## config.mk

```make
export PLATFORM = sky130hd
export DESIGN_NAME = vector_euclidean_norm_top
export DESIGN_NICKNAME = d
export VERILOG_FILES = /design/src/rtl/core/vnrm_pkg.sv /design/src/rtl/core/vnrm_square_lane.sv /design/src/rtl/core/vnrm_accum.sv /design/src/rtl/core/vnrm_sqrt.sv /design/src/rtl/core/vector_euclidean_norm_top.sv
export SDC_FILE = /design/constraint.sdc
export NUM_CORES = 2
export LEC_CHECK = 0
export BUFFER_PORTS_ARGS = -buffer_cell sky130_fd_sc_hd__buf_2
export CAP_MARGIN = 0
export CORE_UTILIZATION = 40
export CTS_BUF_LIST = sky130_fd_sc_hd__clkbuf_16
export DETAILED_ROUTE_END_ITERATION = 16
export PLACE_DENSITY = 0.7
export RECOVER_POWER = 100
export SETUP_SLACK_MARGIN = 0.15
export SKIP_CTS_REPAIR_TIMING = 1
export SLEW_MARGIN = 20
export SYNTH_ARGS = -nofsm -noshare
export SYNTH_HDL_FRONTEND = slang
export SYNTH_SLANG_ARGS = --single-unit
```

## constraint.sdc

```tcl
create_clock -name clk -period 3.7 [get_ports clk]
set_input_delay 0.185 -clock clk [delete_from_list [all_inputs] [get_ports clk]]
set_output_delay 0.185 -clock clk [all_outputs]
set_load 0.005 [all_outputs]
```

## src/rtl/core/vnrm_pkg.sv

```systemverilog
// ----------------------------------------------------------------------------
// vnrm_pkg: shared types and constants for the vector Euclidean norm block
// Holds the fixed accumulator and root widths, the register map, the square
// root unit state encoding and the structs that pass results between stages.
// ----------------------------------------------------------------------------
`default_nettype none

package vnrm_pkg;

	// Running sum of squares, unsigned Q18.30, saturating at all ones.
	localparam int SUM_BITS  = 48;
	// Floor square root of the sum, unsigned Q9.15.
	localparam int NORM_BITS = SUM_BITS / 2;
	// Partial remainder of the digit-by-digit root never exceeds 2*root.
	localparam int REM_BITS  = NORM_BITS + 2;
	localparam int CNT_BITS  = $clog2(NORM_BITS);

	localparam logic [SUM_BITS-1:0] SUM_MAX = {SUM_BITS{1'b1}};

	// Register map: one word per register, index taken from paddr[2].
	localparam int          APB_ADDR_BITS    = 3;
	localparam int          APB_DATA_BITS    = 32;
	localparam logic [0:0]  REG_COMPLEX_MODE = 1'b0;

	typedef enum logic [1:0] {
		SQ_IDLE,
		SQ_RUN,
		SQ_DONE
	} sqrt_state_t;

	typedef struct packed {
		logic [SUM_BITS-1:0] sum;
		logic                sat;
	} sum_result_t;

	typedef struct packed {
		logic [NORM_BITS-1:0] norm;
		logic                 sat;
	} norm_result_t;

endpackage

`default_nettype wire

```

## src/rtl/core/vnrm_square_lane.sv

```systemverilog
// ----------------------------------------------------------------------------
// vnrm_square_lane: one squaring lane
// Squares a signed sample and registers the result; a gated lane loads zero.
// ----------------------------------------------------------------------------
`default_nettype none

module vnrm_square_lane #(
	parameter int SAMPLE_BITS = 16
) (
	input  wire logic                         clk,
	input  wire logic                         load,
	input  wire logic                         gate,
	input  wire logic signed [SAMPLE_BITS-1:0] sample,
	output logic         [2*SAMPLE_BITS-1:0]   sq_s1
);

	logic signed [2*SAMPLE_BITS-1:0] prod;

	// The most negative sample squares to a positive value that still fits.
	assign prod = sample * sample;

	always_ff @(posedge clk) begin
		if (load) begin
			sq_s1 <= gate ? $unsigned(prod) : '0;
		end
	end

endmodule

`default_nettype wire

```

## src/rtl/core/vnrm_accum.sv

```systemverilog
// ----------------------------------------------------------------------------
// vnrm_accum: merging stage and saturating accumulator
// Adds the lane squares into the running sum and hands the final sum of a
// vector to the square root unit, clearing itself for the next vector.
// ----------------------------------------------------------------------------
`default_nettype none

module vnrm_accum #(
	parameter int SAMPLE_BITS = 16
) (
	input  wire logic                       clk,
	input  wire logic                       arst_n,
	input  wire logic                       in_valid,
	input  wire logic                       in_last,
	input  wire logic [2*SAMPLE_BITS-1:0]   sq_re,
	input  wire logic [2*SAMPLE_BITS-1:0]   sq_im,
	input  wire logic                       root_ready,
	output logic                            take,
	output logic                            start,
	output vnrm_pkg::sum_result_t           start_data
);

	localparam int SQ_BITS  = 2 * SAMPLE_BITS;
	localparam int PAD_BITS = vnrm_pkg::SUM_BITS + 1 - SQ_BITS;

	logic [vnrm_pkg::SUM_BITS-1:0] sum_q;
	logic                          sat_q;
	logic [vnrm_pkg::SUM_BITS:0]   total;
	logic                          over;
	logic [vnrm_pkg::SUM_BITS-1:0] new_sum;
	logic                          new_sat;

	// Reaching full scale counts as saturation, just as passing it does.
	assign total   = {1'b0, sum_q} + {{PAD_BITS{1'b0}}, sq_re} + {{PAD_BITS{1'b0}}, sq_im};
	assign over    = total >= {1'b0, vnrm_pkg::SUM_MAX};
	assign new_sum = over ? vnrm_pkg::SUM_MAX : total[vnrm_pkg::SUM_BITS-1:0];
	assign new_sat = sat_q | over;

	// A last item can only move on when the root unit can take its sum.
	assign take  = in_valid && (!in_last || root_ready);
	assign start = in_valid && in_last && root_ready;

	assign start_data.sum = new_sum;
	assign start_data.sat = new_sat;

	always_ff @(posedge clk or negedge arst_n) begin
		if (!arst_n) begin
			sum_q <= '0;
			sat_q <= 1'b0;
		end else if (take) begin
			if (in_last) begin
				sum_q <= '0;
				sat_q <= 1'b0;
			end else begin
				sum_q <= new_sum;
				sat_q <= new_sat;
			end
		end
	end

endmodule

`default_nettype wire

```

## src/rtl/core/vnrm_sqrt.sv

```systemverilog
// ----------------------------------------------------------------------------
// vnrm_sqrt: iterative floor square root
// Restoring digit-by-digit root, one result bit per cycle, holding its
// result until the output register is free.
// ----------------------------------------------------------------------------
`default_nettype none

module vnrm_sqrt (
	input  wire logic                    clk,
	input  wire logic                    arst_n,
	input  wire logic                    start,
	input  wire vnrm_pkg::sum_result_t   start_data,
	input  wire logic                    out_free,
	output logic                         ready,
	output logic                         res_valid,
	output vnrm_pkg::norm_result_t       res_data
);

	localparam logic [vnrm_pkg::CNT_BITS-1:0] LAST_STEP =
		vnrm_pkg::CNT_BITS'(vnrm_pkg::NORM_BITS - 1);

	vnrm_pkg::sqrt_state_t state_q;
	vnrm_pkg::sqrt_state_t state_d;

	logic [vnrm_pkg::SUM_BITS-1:0]  op_q;
	logic [vnrm_pkg::REM_BITS-1:0]  rem_q;
	logic [vnrm_pkg::NORM_BITS-1:0] root_q;
	logic [vnrm_pkg::CNT_BITS-1:0]  cnt_q;
	logic                           sat_q;
	logic [vnrm_pkg::REM_BITS-1:0]  rem_sh;
	logic [vnrm_pkg::REM_BITS-1:0]  trial;
	logic                           fits;
	logic                           load;
	logic                           step;

	// Bring down the next two bits of the operand and test root*4+1.
	assign rem_sh = {rem_q[vnrm_pkg::REM_BITS-3:0], op_q[vnrm_pkg::SUM_BITS-1 -: 2]};
	assign trial  = {root_q, 2'b01};
	assign fits   = rem_sh >= trial;

	always_ff @(posedge clk or negedge arst_n) begin
		if (!arst_n) begin
			state_q <= vnrm_pkg::SQ_IDLE;
		end else begin
			state_q <= state_d;
		end
	end

	always_comb begin
		state_d   = state_q;
		ready     = 1'b0;
		res_valid = 1'b0;
		load      = 1'b0;
		step      = 1'b0;
		case (state_q)
			vnrm_pkg::SQ_IDLE: begin
				ready = 1'b1;
				if (start) begin
					load    = 1'b1;
					state_d = vnrm_pkg::SQ_RUN;
				end
			end
			vnrm_pkg::SQ_RUN: begin
				step = 1'b1;
				if (cnt_q == LAST_STEP) begin
					state_d = vnrm_pkg::SQ_DONE;
				end
			end
			vnrm_pkg::SQ_DONE: begin
				if (out_free) begin
					res_valid = 1'b1;
					state_d   = vnrm_pkg::SQ_IDLE;
				end
			end
			default: begin
				state_d = vnrm_pkg::SQ_IDLE;
			end
		endcase
	end

	always_ff @(posedge clk or negedge arst_n) begin
		if (!arst_n) begin
			cnt_q <= '0;
		end else if (load) begin
			cnt_q <= '0;
		end else if (step) begin
			cnt_q <= cnt_q + 1'b1;
		end
	end

	always_ff @(posedge clk) begin
		if (load) begin
			op_q   <= start_data.sum;
			sat_q  <= start_data.sat;
			rem_q  <= '0;
			root_q <= '0;
		end else if (step) begin
			op_q   <= {op_q[vnrm_pkg::SUM_BITS-3:0], 2'b00};
			rem_q  <= fits ? rem_sh - trial : rem_sh;
			root_q <= {root_q[vnrm_pkg::NORM_BITS-2:0], fits};
		end
	end

	assign res_data.norm = root_q;
	assign res_data.sat  = sat_q;

endmodule

`default_nettype wire

```

## src/rtl/core/vector_euclidean_norm_top.sv

```systemverilog
// ----------------------------------------------------------------------------
// vector_euclidean_norm_top: streaming fixed-point Euclidean norm
// Squares vector elements in two lanes, sums them with saturation and
// returns the floor square root of the sum at the end of each vector.
// ----------------------------------------------------------------------------
// Usage:
// The input stream carries one vector element per item: s_tdata holds the
// real part in the low SAMPLE_BITS and the imaginary part above it, both
// signed, and s_tlast marks the final element of a vector. The APB register
// complex_mode (offset 0) selects real elements (imaginary part ignored) or
// complex elements; write it only while no vector is in flight.
// The output stream carries one item per vector: m_tdata is the norm as
// unsigned Q9.15 and m_tuser[0] flags that the running sum saturated.
// Throughput is one element per cycle while the accumulator takes items.
// The square root is a shared iterative unit producing one root bit per
// cycle, so a vector's last element waits in the squaring stage while the
// previous norm is still being computed; short vectors are thus paced by
// the root unit, which hands each norm on once the output register is free.
// A stalled receiver holds the result in the output register, then in the
// root unit, and finally backs up the input.
// Reset clears the sum, the saturation flag, complex_mode and all valids.
// ----------------------------------------------------------------------------
`default_nettype none

module vector_euclidean_norm_top #(
	parameter  int SAMPLE_BITS   = 16,
	localparam int IN_DATA_BITS  = ((2 * SAMPLE_BITS + 7) / 8) * 8
) (
	input  wire logic                                   clk,
	input  wire logic                                   arst_n,
	// APB configuration port
	input  wire logic                                   psel,
	input  wire logic                                   penable,
	input  wire logic                                   pwrite,
	input  wire logic [vnrm_pkg::APB_ADDR_BITS-1:0]     paddr,
	input  wire logic [vnrm_pkg::APB_DATA_BITS-1:0]     pwdata,
	output logic      [vnrm_pkg::APB_DATA_BITS-1:0]     prdata,
	output logic                                        pready,
	// Element stream
	input  wire logic                                   s_tvalid,
	output logic                                        s_tready,
	input  wire logic [IN_DATA_BITS-1:0]                s_tdata,  // x_re, x_im
	input  wire logic                                   s_tlast,  // last_element
	// Norm stream
	output logic                                        m_tvalid,
	input  wire logic                                   m_tready,
	output logic      [vnrm_pkg::NORM_BITS-1:0]         m_tdata,  // norm
	output logic      [0:0]                             m_tuser   // saturated
);

	localparam int SQ_BITS = 2 * SAMPLE_BITS;

	logic                          complex_mode_q;
	logic                          cfg_write;

	logic                          in_accept;
	logic                          valid_s1;
	logic                          last_s1;
	logic [SQ_BITS-1:0]            sq_re_s1;
	logic [SQ_BITS-1:0]            sq_im_s1;

	logic                          take;
	logic                          start;
	vnrm_pkg::sum_result_t         start_data;
	logic                          root_ready;
	logic                          res_valid;
	vnrm_pkg::norm_result_t        res_data;
	logic                          out_free;

	logic                          m_tvalid_q;
	vnrm_pkg::norm_result_t        out_q;

	// Configuration: writes land in the access phase; pready is always high.
	assign pready    = 1'b1;
	assign cfg_write = psel && penable && pwrite && pready;

	always_ff @(posedge clk or negedge arst_n) begin
		if (!arst_n) begin
			complex_mode_q <= 1'b0;
		end else if (cfg_write && (paddr[2] == vnrm_pkg::REG_COMPLEX_MODE)) begin
			complex_mode_q <= pwdata[0];
		end
	end

	assign prdata = (paddr[2] == vnrm_pkg::REG_COMPLEX_MODE) ?
		{{(vnrm_pkg::APB_DATA_BITS-1){1'b0}}, complex_mode_q} : '0;

	// The squaring stage frees up whenever the accumulator takes its item.
	assign s_tready  = !valid_s1 || take;
	assign in_accept = s_tvalid && s_tready;

	always_ff @(posedge clk or negedge arst_n) begin
		if (!arst_n) begin
			valid_s1 <= 1'b0;
			last_s1  <= 1'b0;
		end else if (in_accept) begin
			valid_s1 <= 1'b1;
			last_s1  <= s_tlast;
		end else if (take) begin
			valid_s1 <= 1'b0;
		end
	end

	// Real part lane always squares; the imaginary lane loads zero in real mode.
	vnrm_square_lane #(
		.SAMPLE_BITS(SAMPLE_BITS)
	) u_lane_re (
		.clk    (clk),
		.load   (in_accept),
		.gate   (1'b1),
		.sample (s_tdata[SAMPLE_BITS-1:0]),
		.sq_s1  (sq_re_s1)
	);

	vnrm_square_lane #(
		.SAMPLE_BITS(SAMPLE_BITS)
	) u_lane_im (
		.clk    (clk),
		.load   (in_accept),
		.gate   (complex_mode_q),
		.sample (s_tdata[SQ_BITS-1:SAMPLE_BITS]),
		.sq_s1  (sq_im_s1)
	);

	vnrm_accum #(
		.SAMPLE_BITS(SAMPLE_BITS)
	) u_accum (
		.clk        (clk),
		.arst_n     (arst_n),
		.in_valid   (valid_s1),
		.in_last    (last_s1),
		.sq_re      (sq_re_s1),
		.sq_im      (sq_im_s1),
		.root_ready (root_ready),
		.take       (take),
		.start      (start),
		.start_data (start_data)
	);

	vnrm_sqrt u_sqrt (
		.clk        (clk),
		.arst_n     (arst_n),
		.start      (start),
		.start_data (start_data),
		.out_free   (out_free),
		.ready      (root_ready),
		.res_valid  (res_valid),
		.res_data   (res_data)
	);

	// Output register: refills in the same cycle that the receiver drains it.
	assign out_free = !m_tvalid_q || m_tready;

	always_ff @(posedge clk or negedge arst_n) begin
		if (!arst_n) begin
			m_tvalid_q <= 1'b0;
		end else if (res_valid) begin
			m_tvalid_q <= 1'b1;
		end else if (m_tready) begin
			m_tvalid_q <= 1'b0;
		end
	end

	always_ff @(posedge clk) begin
		if (res_valid) begin
			out_q <= res_data;
		end
	end

	assign m_tvalid   = m_tvalid_q;
	assign m_tdata    = out_q.norm;
	assign m_tuser[0] = out_q.sat;

endmodule

`default_nettype wire
```

After elaboration in Yosys (flattened, before gate mapping)
Cells that the tools add are included.

Add/subtract/negate cells: 4. Multipliers: 2. Order comparisons: 2. Equality and inequality tests: 6. Multiplexer cells: 23. Bitwise gates (word level): 2. Reduce and logical (&&, ||, !) cells: 18.

Operator list (count): 48-bit 2-to-1 mux (4); 16-bit by 16-bit multiplier with 32-bit output (2); 48-bit by 32-bit adder with 49-bit output (1); 49-bit by 32-bit adder with 49-bit output (1); 49-bit by 48-bit >= comparator with 1-bit output (second input constant) (1); 26-bit >= comparator (1); 24-bit 2-to-1 mux (1); 24-bit subtractor (1); 1-bit 2-to-1 mux (12); 5-bit 2-to-1 mux (2); 1-bit logical AND (7); 2-bit 2-to-1 mux (3); 2-bit case mux with 3 select lines (1); 2-bit nonzero test (3); 5-bit by 1-bit adder with 5-bit output (second input constant) (1); 5-bit == test (second input constant) (1); 2-bit != test (second input constant) (2); 1-bit logical NOT (3); 1-bit logical OR (3); 3-bit AND reduction (1); 2-bit by 1-bit == test with 1-bit output (second input constant) (1); 2-bit == test (second input constant) (1); 2-bit logical NOT (1); 2-bit by 1-bit != test with 1-bit output (second input constant) (1); other kinds (2) (2).

Register bits: 246. Input bits: 75. Output and inout bits: 60. Word-level logic and storage cells: 73.

Depth between registers and ports, before layout
Depth after elaboration: 7. Depth in mapped cells: 29. Gate-level depth less buffers: 27.

Cells and area by module
From an unflattened synthesis, not the netlist that was laid out.

Cells, all modules: 3434. Area total of the unflattened synthesis: 32089.5 um^2.

By module, submodules not included: vnrm_square_lane (u_lane_im) (times used 1, cells each 1103, area each 10251.1 um^2, seq. area each 930.9 um^2); vnrm_square_lane (u_lane_re) (times used 1, cells each 1083, area each 10216.0 um^2, seq. area each 930.9 um^2); vnrm_sqrt (times used 1, cells each 608, area each 5397.7 um^2, seq. area each 2607.5 um^2); vnrm_accum (times used 1, cells each 568, area each 5042.3 um^2, seq. area each 1226.2 um^2); vector_euclidean_norm_top (times used 1, cells each 72, area each 1182.4 um^2, seq. area each 850.8 um^2).

Least setup slack after synthesis
OpenSTA, ideal clock, no wires.

Path kind: input-to-reg. Start point: input port s_tdata[31]. End point: register u_lane_im.sq_s1[30] (data pin). Setup time: 0.266 ns. Data arrival time: 6.037 ns. Required time: 3.434 ns. Setup slack: -2.603 ns. Cell stages on the path: 26. Path buffers: 2. Cell sequence: clkbuf_1 and2_1 fa_1 inv_1 fa_1 fa_1 inv_1 fa_1 fa_1 inv_1 fa_1 inv_1 ha_1 clkbuf_1 a21oi_1 nor2b_1 or2_2 a21oi_1 o21bai_1 a21o_1 a21o_1 a221oi_1 nand2b_1 a21oi_1 xnor2_1 nor2_1.

Cells in the longest elaborated chain, start to end: 1.

Ends and longest elaborated chain: from (decl) (line vector_euclidean_norm_top.sv:42) `input wire logic [IN_DATA_BITS-1:0] s_tdata,`; 16-bit by 16-bit multiplier with 32-bit output (line vnrm_square_lane.sv:20) `assign prod = sample * sample;`; to (signal assigned) (line vnrm_square_lane.sv:24) `sq_s1 <= gate ? $unsigned(prod) : '0;`; to (decl) (line vnrm_square_lane.sv:14) `output logic [2*SAMPLE_BITS-1:0] sq_s1`.

No other way between the ends. A chain may end at the register's enable or synchronous reset.

Worst setup path in the final report
Start point: input port s_tdata[17]. End point: register u_lane_im.sq_s1[30] (data pin).

The elaborated chain is that of the path after synthesis.

==> key figures <==
Timing
  – Worst slew pin tran: roughly 2.7 ns
  – Period utilization: 153%
  – Final hold vios: 2
  – FMAX: 176 MHz
  – Worst Slack Setup Final: -1.97 ns
  – WHS: -0.0276 ns
  – Max transition margin: -76.9%
  – Final setup vio count: 133
  – RSZ-0062 raised after global routing: true
  – Slew Limit Fails: roughly 100
  – Minimum clock period: 5.67 ns
  – Clock skew: approximately 0.023 ns

Clocking
  – Clock slew at reported path FFs: roughly 0.06 ns
  – H-tree levels: 1
  – Clk buf depth: 3
  – Root Buffer: clkbuf_16
  – Total CTS buffers: 27
  – CTS sink count: between 200 and 250
  – Worst-Skew Late Latency: approximately 0.56 ns
  – CTS tree: built

Cells and area
  – Seq. cell area: about 6500 µm²
  – Nets: around 4700
  – # diodes: 0
  – Non-Filler Instances: between 4000 and 5000
  – Fin util: about 53%
  – Filler cell count in the final layout: 6847
  – Area grow syn2layout: 29.7%
  – Area occupied by multi-input gates: around 23000 µm²
  – Layout cells sized above 1: between 20 and 30%

Synthesis
  – Synth top cells by count: inv_1 (728), fa_1 (503), nand2_1 (255)
  – Synth area leader: fa_1
  – Sequential-to-total area share from yosys stat: between 20% and 30%
  – Top cells by area, synth: fa_1 (32%), edfxtp_1 (13%), ha_1 (9.4%)
  – Synth Instances: approximately 3200
  – Count leader, synth: inv_1
  – Syn. warnings: 0
  – Ys async rst share: between 20 and 25%
  – Syn Std Cell Area: 31400 µm²
  – Synthesized area per cell: 9.69 µm²
  – Commonest register cell after synthesis: edfxtp_1
  – Number of synthesized flops with an enable pin: between 100 and 150
  – Synth cell types: 96
  – Yosys reg bits: around 240
  – Yosys top cell area share: between 30% and 40%

Floorplan
  – Initial cell density of the core: between 40% and 50%
  – DIE HEIGHT: 282 µm
  – I/O pin count: between 100 and 150
  – Core Rows: slightly above 100
  – Die span in x: roughly 280 µm
  – Die area: roughly 80000 µm²
  – Core area: about 78000 µm²

Placement
  – Port-buffer cells: slightly below 70
  – DP Wirelength: between 60000 and 70000 µm
  – Placed cells: ~4800
  – RePlAce Congestion: ~0.9

Critical path
  – Flop2flop setup slack: -0.99 ns
  – CP dominant cell by count: fa_1
  – Crit Path Class: in -> reg
  – Max FO, Critical Path: 6
  – Reg2reg start: u_lane_im.sq_s1[0]$_SDFFCE_PN0P_
  – Slowest-stage cell, CP: fa_2
  – Worst reg2reg path endpoint: u_accum.sum_q[37]$_DFFE_PN0P_
  – CP max stage delay: slightly below 0.6 ns
  – Critical Path Start Type: input port
  – R2R cell count: 17
  – Worst Setup End Kind: flop
  – WP data arrival: 5.95 ns
  – Req. time, crit path: approximately 4.0 ns

Routing
  – # DRC: 0
  – Vias/cell: about 4.9
  – Via count: approximately 24000
  – Post-Route WL: 76500 µm
  – WL/cell: 15.5 µm
  – Iter 0 DRT Violations: approximately 1200
  – Post-route ant nets: 0
  – Detailed Routing Iterations Pass 1: 5

Min path
  – WHS Path Cells: 3
  – Hold endpoint: m_tvalid$_DFFE_PN0P_
  – Hold Crit Start: m_tready
  – HP Class: in -> reg

Global route
  – First-pass GRT wire length: approximately 120000 µm
  – Number of global-route vias before repair: roughly 25000
  – Largest net degree at the start of global routing: 63
  – GRT overflow: 0
  – Global Route Usage Sum: about a fifth
  – Initial antenna violation count: 0

Flow run
  – Maxcap violations: 2

Outcome
  – Failing checks: hold timing, capacitance limit, slew limit, setup timing
  – Status: finished with violations
==> sequential cells by signal (all words and copies together), names as in the netlist <==
| signal | cells |
|---|---|
| valid_s1 | 1 |
| u_lane_im.sq_s1 | 31 |
| u_accum.sat_q | 1 |
| u_accum.sum_q | 48 |
| u_sqrt.rem_q | 24 |
| m_tuser | 1 |
| m_tdata | 24 |
| u_sqrt.sat_q | 1 |
| u_sqrt.op_q | 48 |
| u_sqrt.root_q | 24 |
| last_s1 | 1 |
| complex_mode_q | 1 |
| u_sqrt.cnt_q | 5 |
| u_sqrt.state_q | 2 |
| u_lane_re.sq_s1 | 31 |
| m_tvalid | 1 |
==> per-layer routing <==
layer	wire length (µm)	global-route usage, %	vias to the layer above
met3	2510	1.34	91
met5	0	0	-
li1	-	-	11491
met2	40200	35.0	409
met4	1720	4.28	0
met1	32000	24.2	12186
==> worst max-delay path by stage <==
stage	start	end	slack, ns	cells past startpoint
floorplan	s_tdata[24]	u_lane_im.sq_s1[29]$_SDFFCE_PN0P_	-2.32	21
global placement	s_tdata[25]	u_lane_im.sq_s1[29]$_SDFFCE_PN0P_	-2.64	25
detailed placement	s_tdata[18]	u_lane_im.sq_s1[29]$_SDFFCE_PN0P_	-2.70	20
CTS	s_tdata[18]	u_lane_im.sq_s1[29]$_SDFFCE_PN0P_	-2.13	20
global route	s_tdata[17]	u_lane_im.sq_s1[30]$_SDFFCE_PN0P_	-2.15	25
finish	s_tdata[17]	u_lane_im.sq_s1[30]$_SDFFCE_PN0P_	-1.97	25
==> area by class of cell <==
| type | count | share of cell area, % |
|---|---|---|
| clock buffer | 27 | 1.66 |
| timing repair buffer | 705 | 14.4 |
| clock inverter | 22 | 0.473 |
| sequential | 244 | 16.1 |
| tap | 1040 | 3.19 |
| multi-input combinational | 2166 | 57.5 |
| inverter | 730 | 6.76 |
==> logic make-up (layout without fill, tap and decap cells) <==
group,Yosys count,count (layout),synth area share (%)
buf+inv,866,1484,10.9
fa+ha+maj,738,738,41.4
simple gates,722,725,11.2
compound gates,503,503,10.9
flops,244,244,20.8
xor+xnor,145,145,4.09
mux,21,21,0.673
other cells,2,34,0.0239
==> stage by stage <==
stage               instance area, µm²  worst slack, ns  setup TNS (ns)
global route                     40700            -2.15         -142.93
global placement                 37500            -2.64         -153.83
CTS                              38400            -2.13         -131.19
detailed placement               37500            -2.70         -156.40
finish                           40700            -1.97         -123.13
floorplan                        32500            -2.32          -76.22
==> worst max-delay path: cells and delay by family <==
kind	cells	cell delay, ns
XOR/XNOR	1	0.14
AO/OA/AOI/OAI	6	0.96
buffers and inverters	6	0.54
adder cells (fa/ha/maj)	7	3.30
AND/OR/NAND/NOR	5	0.80
==> placed cells by master, fill, tap and decap left out, types with 15 or more instances in the layout <==
cell,synthesis,routed
ha_1,235,194
and3_1,20,16
dfxtp_1,48,48
nor2_2,1,18
nand2b_1,31,24
clkbuf_1,80,29
o21bai_1,16,15
nand2_1,255,224
edfxtp_1,136,136
xor2_1,49,45
buf_12,0,18
o21ai_1,7,16
and2_4,2,34
fa_1,503,476
fa_2,0,27
inv_1,728,668
and2_1,83,52
xnor2_1,94,89
nor3_1,29,20
mux2i_1,20,20
a21oi_1,124,96
conb_1,2,34
clkbuf_16,0,33
buf_6,3,69
nand4_1,25,25
nand3_1,55,51
a21oi_2,22,45
nand2_2,2,18
nor2_1,153,127
ha_4,0,35
inv_2,1,58
a21o_1,51,51
o22a_1,37,37
buf_4,35,548
o21ai_0,115,89
dfrtp_1,60,60
Power is not shown: default switching activity piles up to over one toggle a cycle in this logic, so the estimate is an artifact.
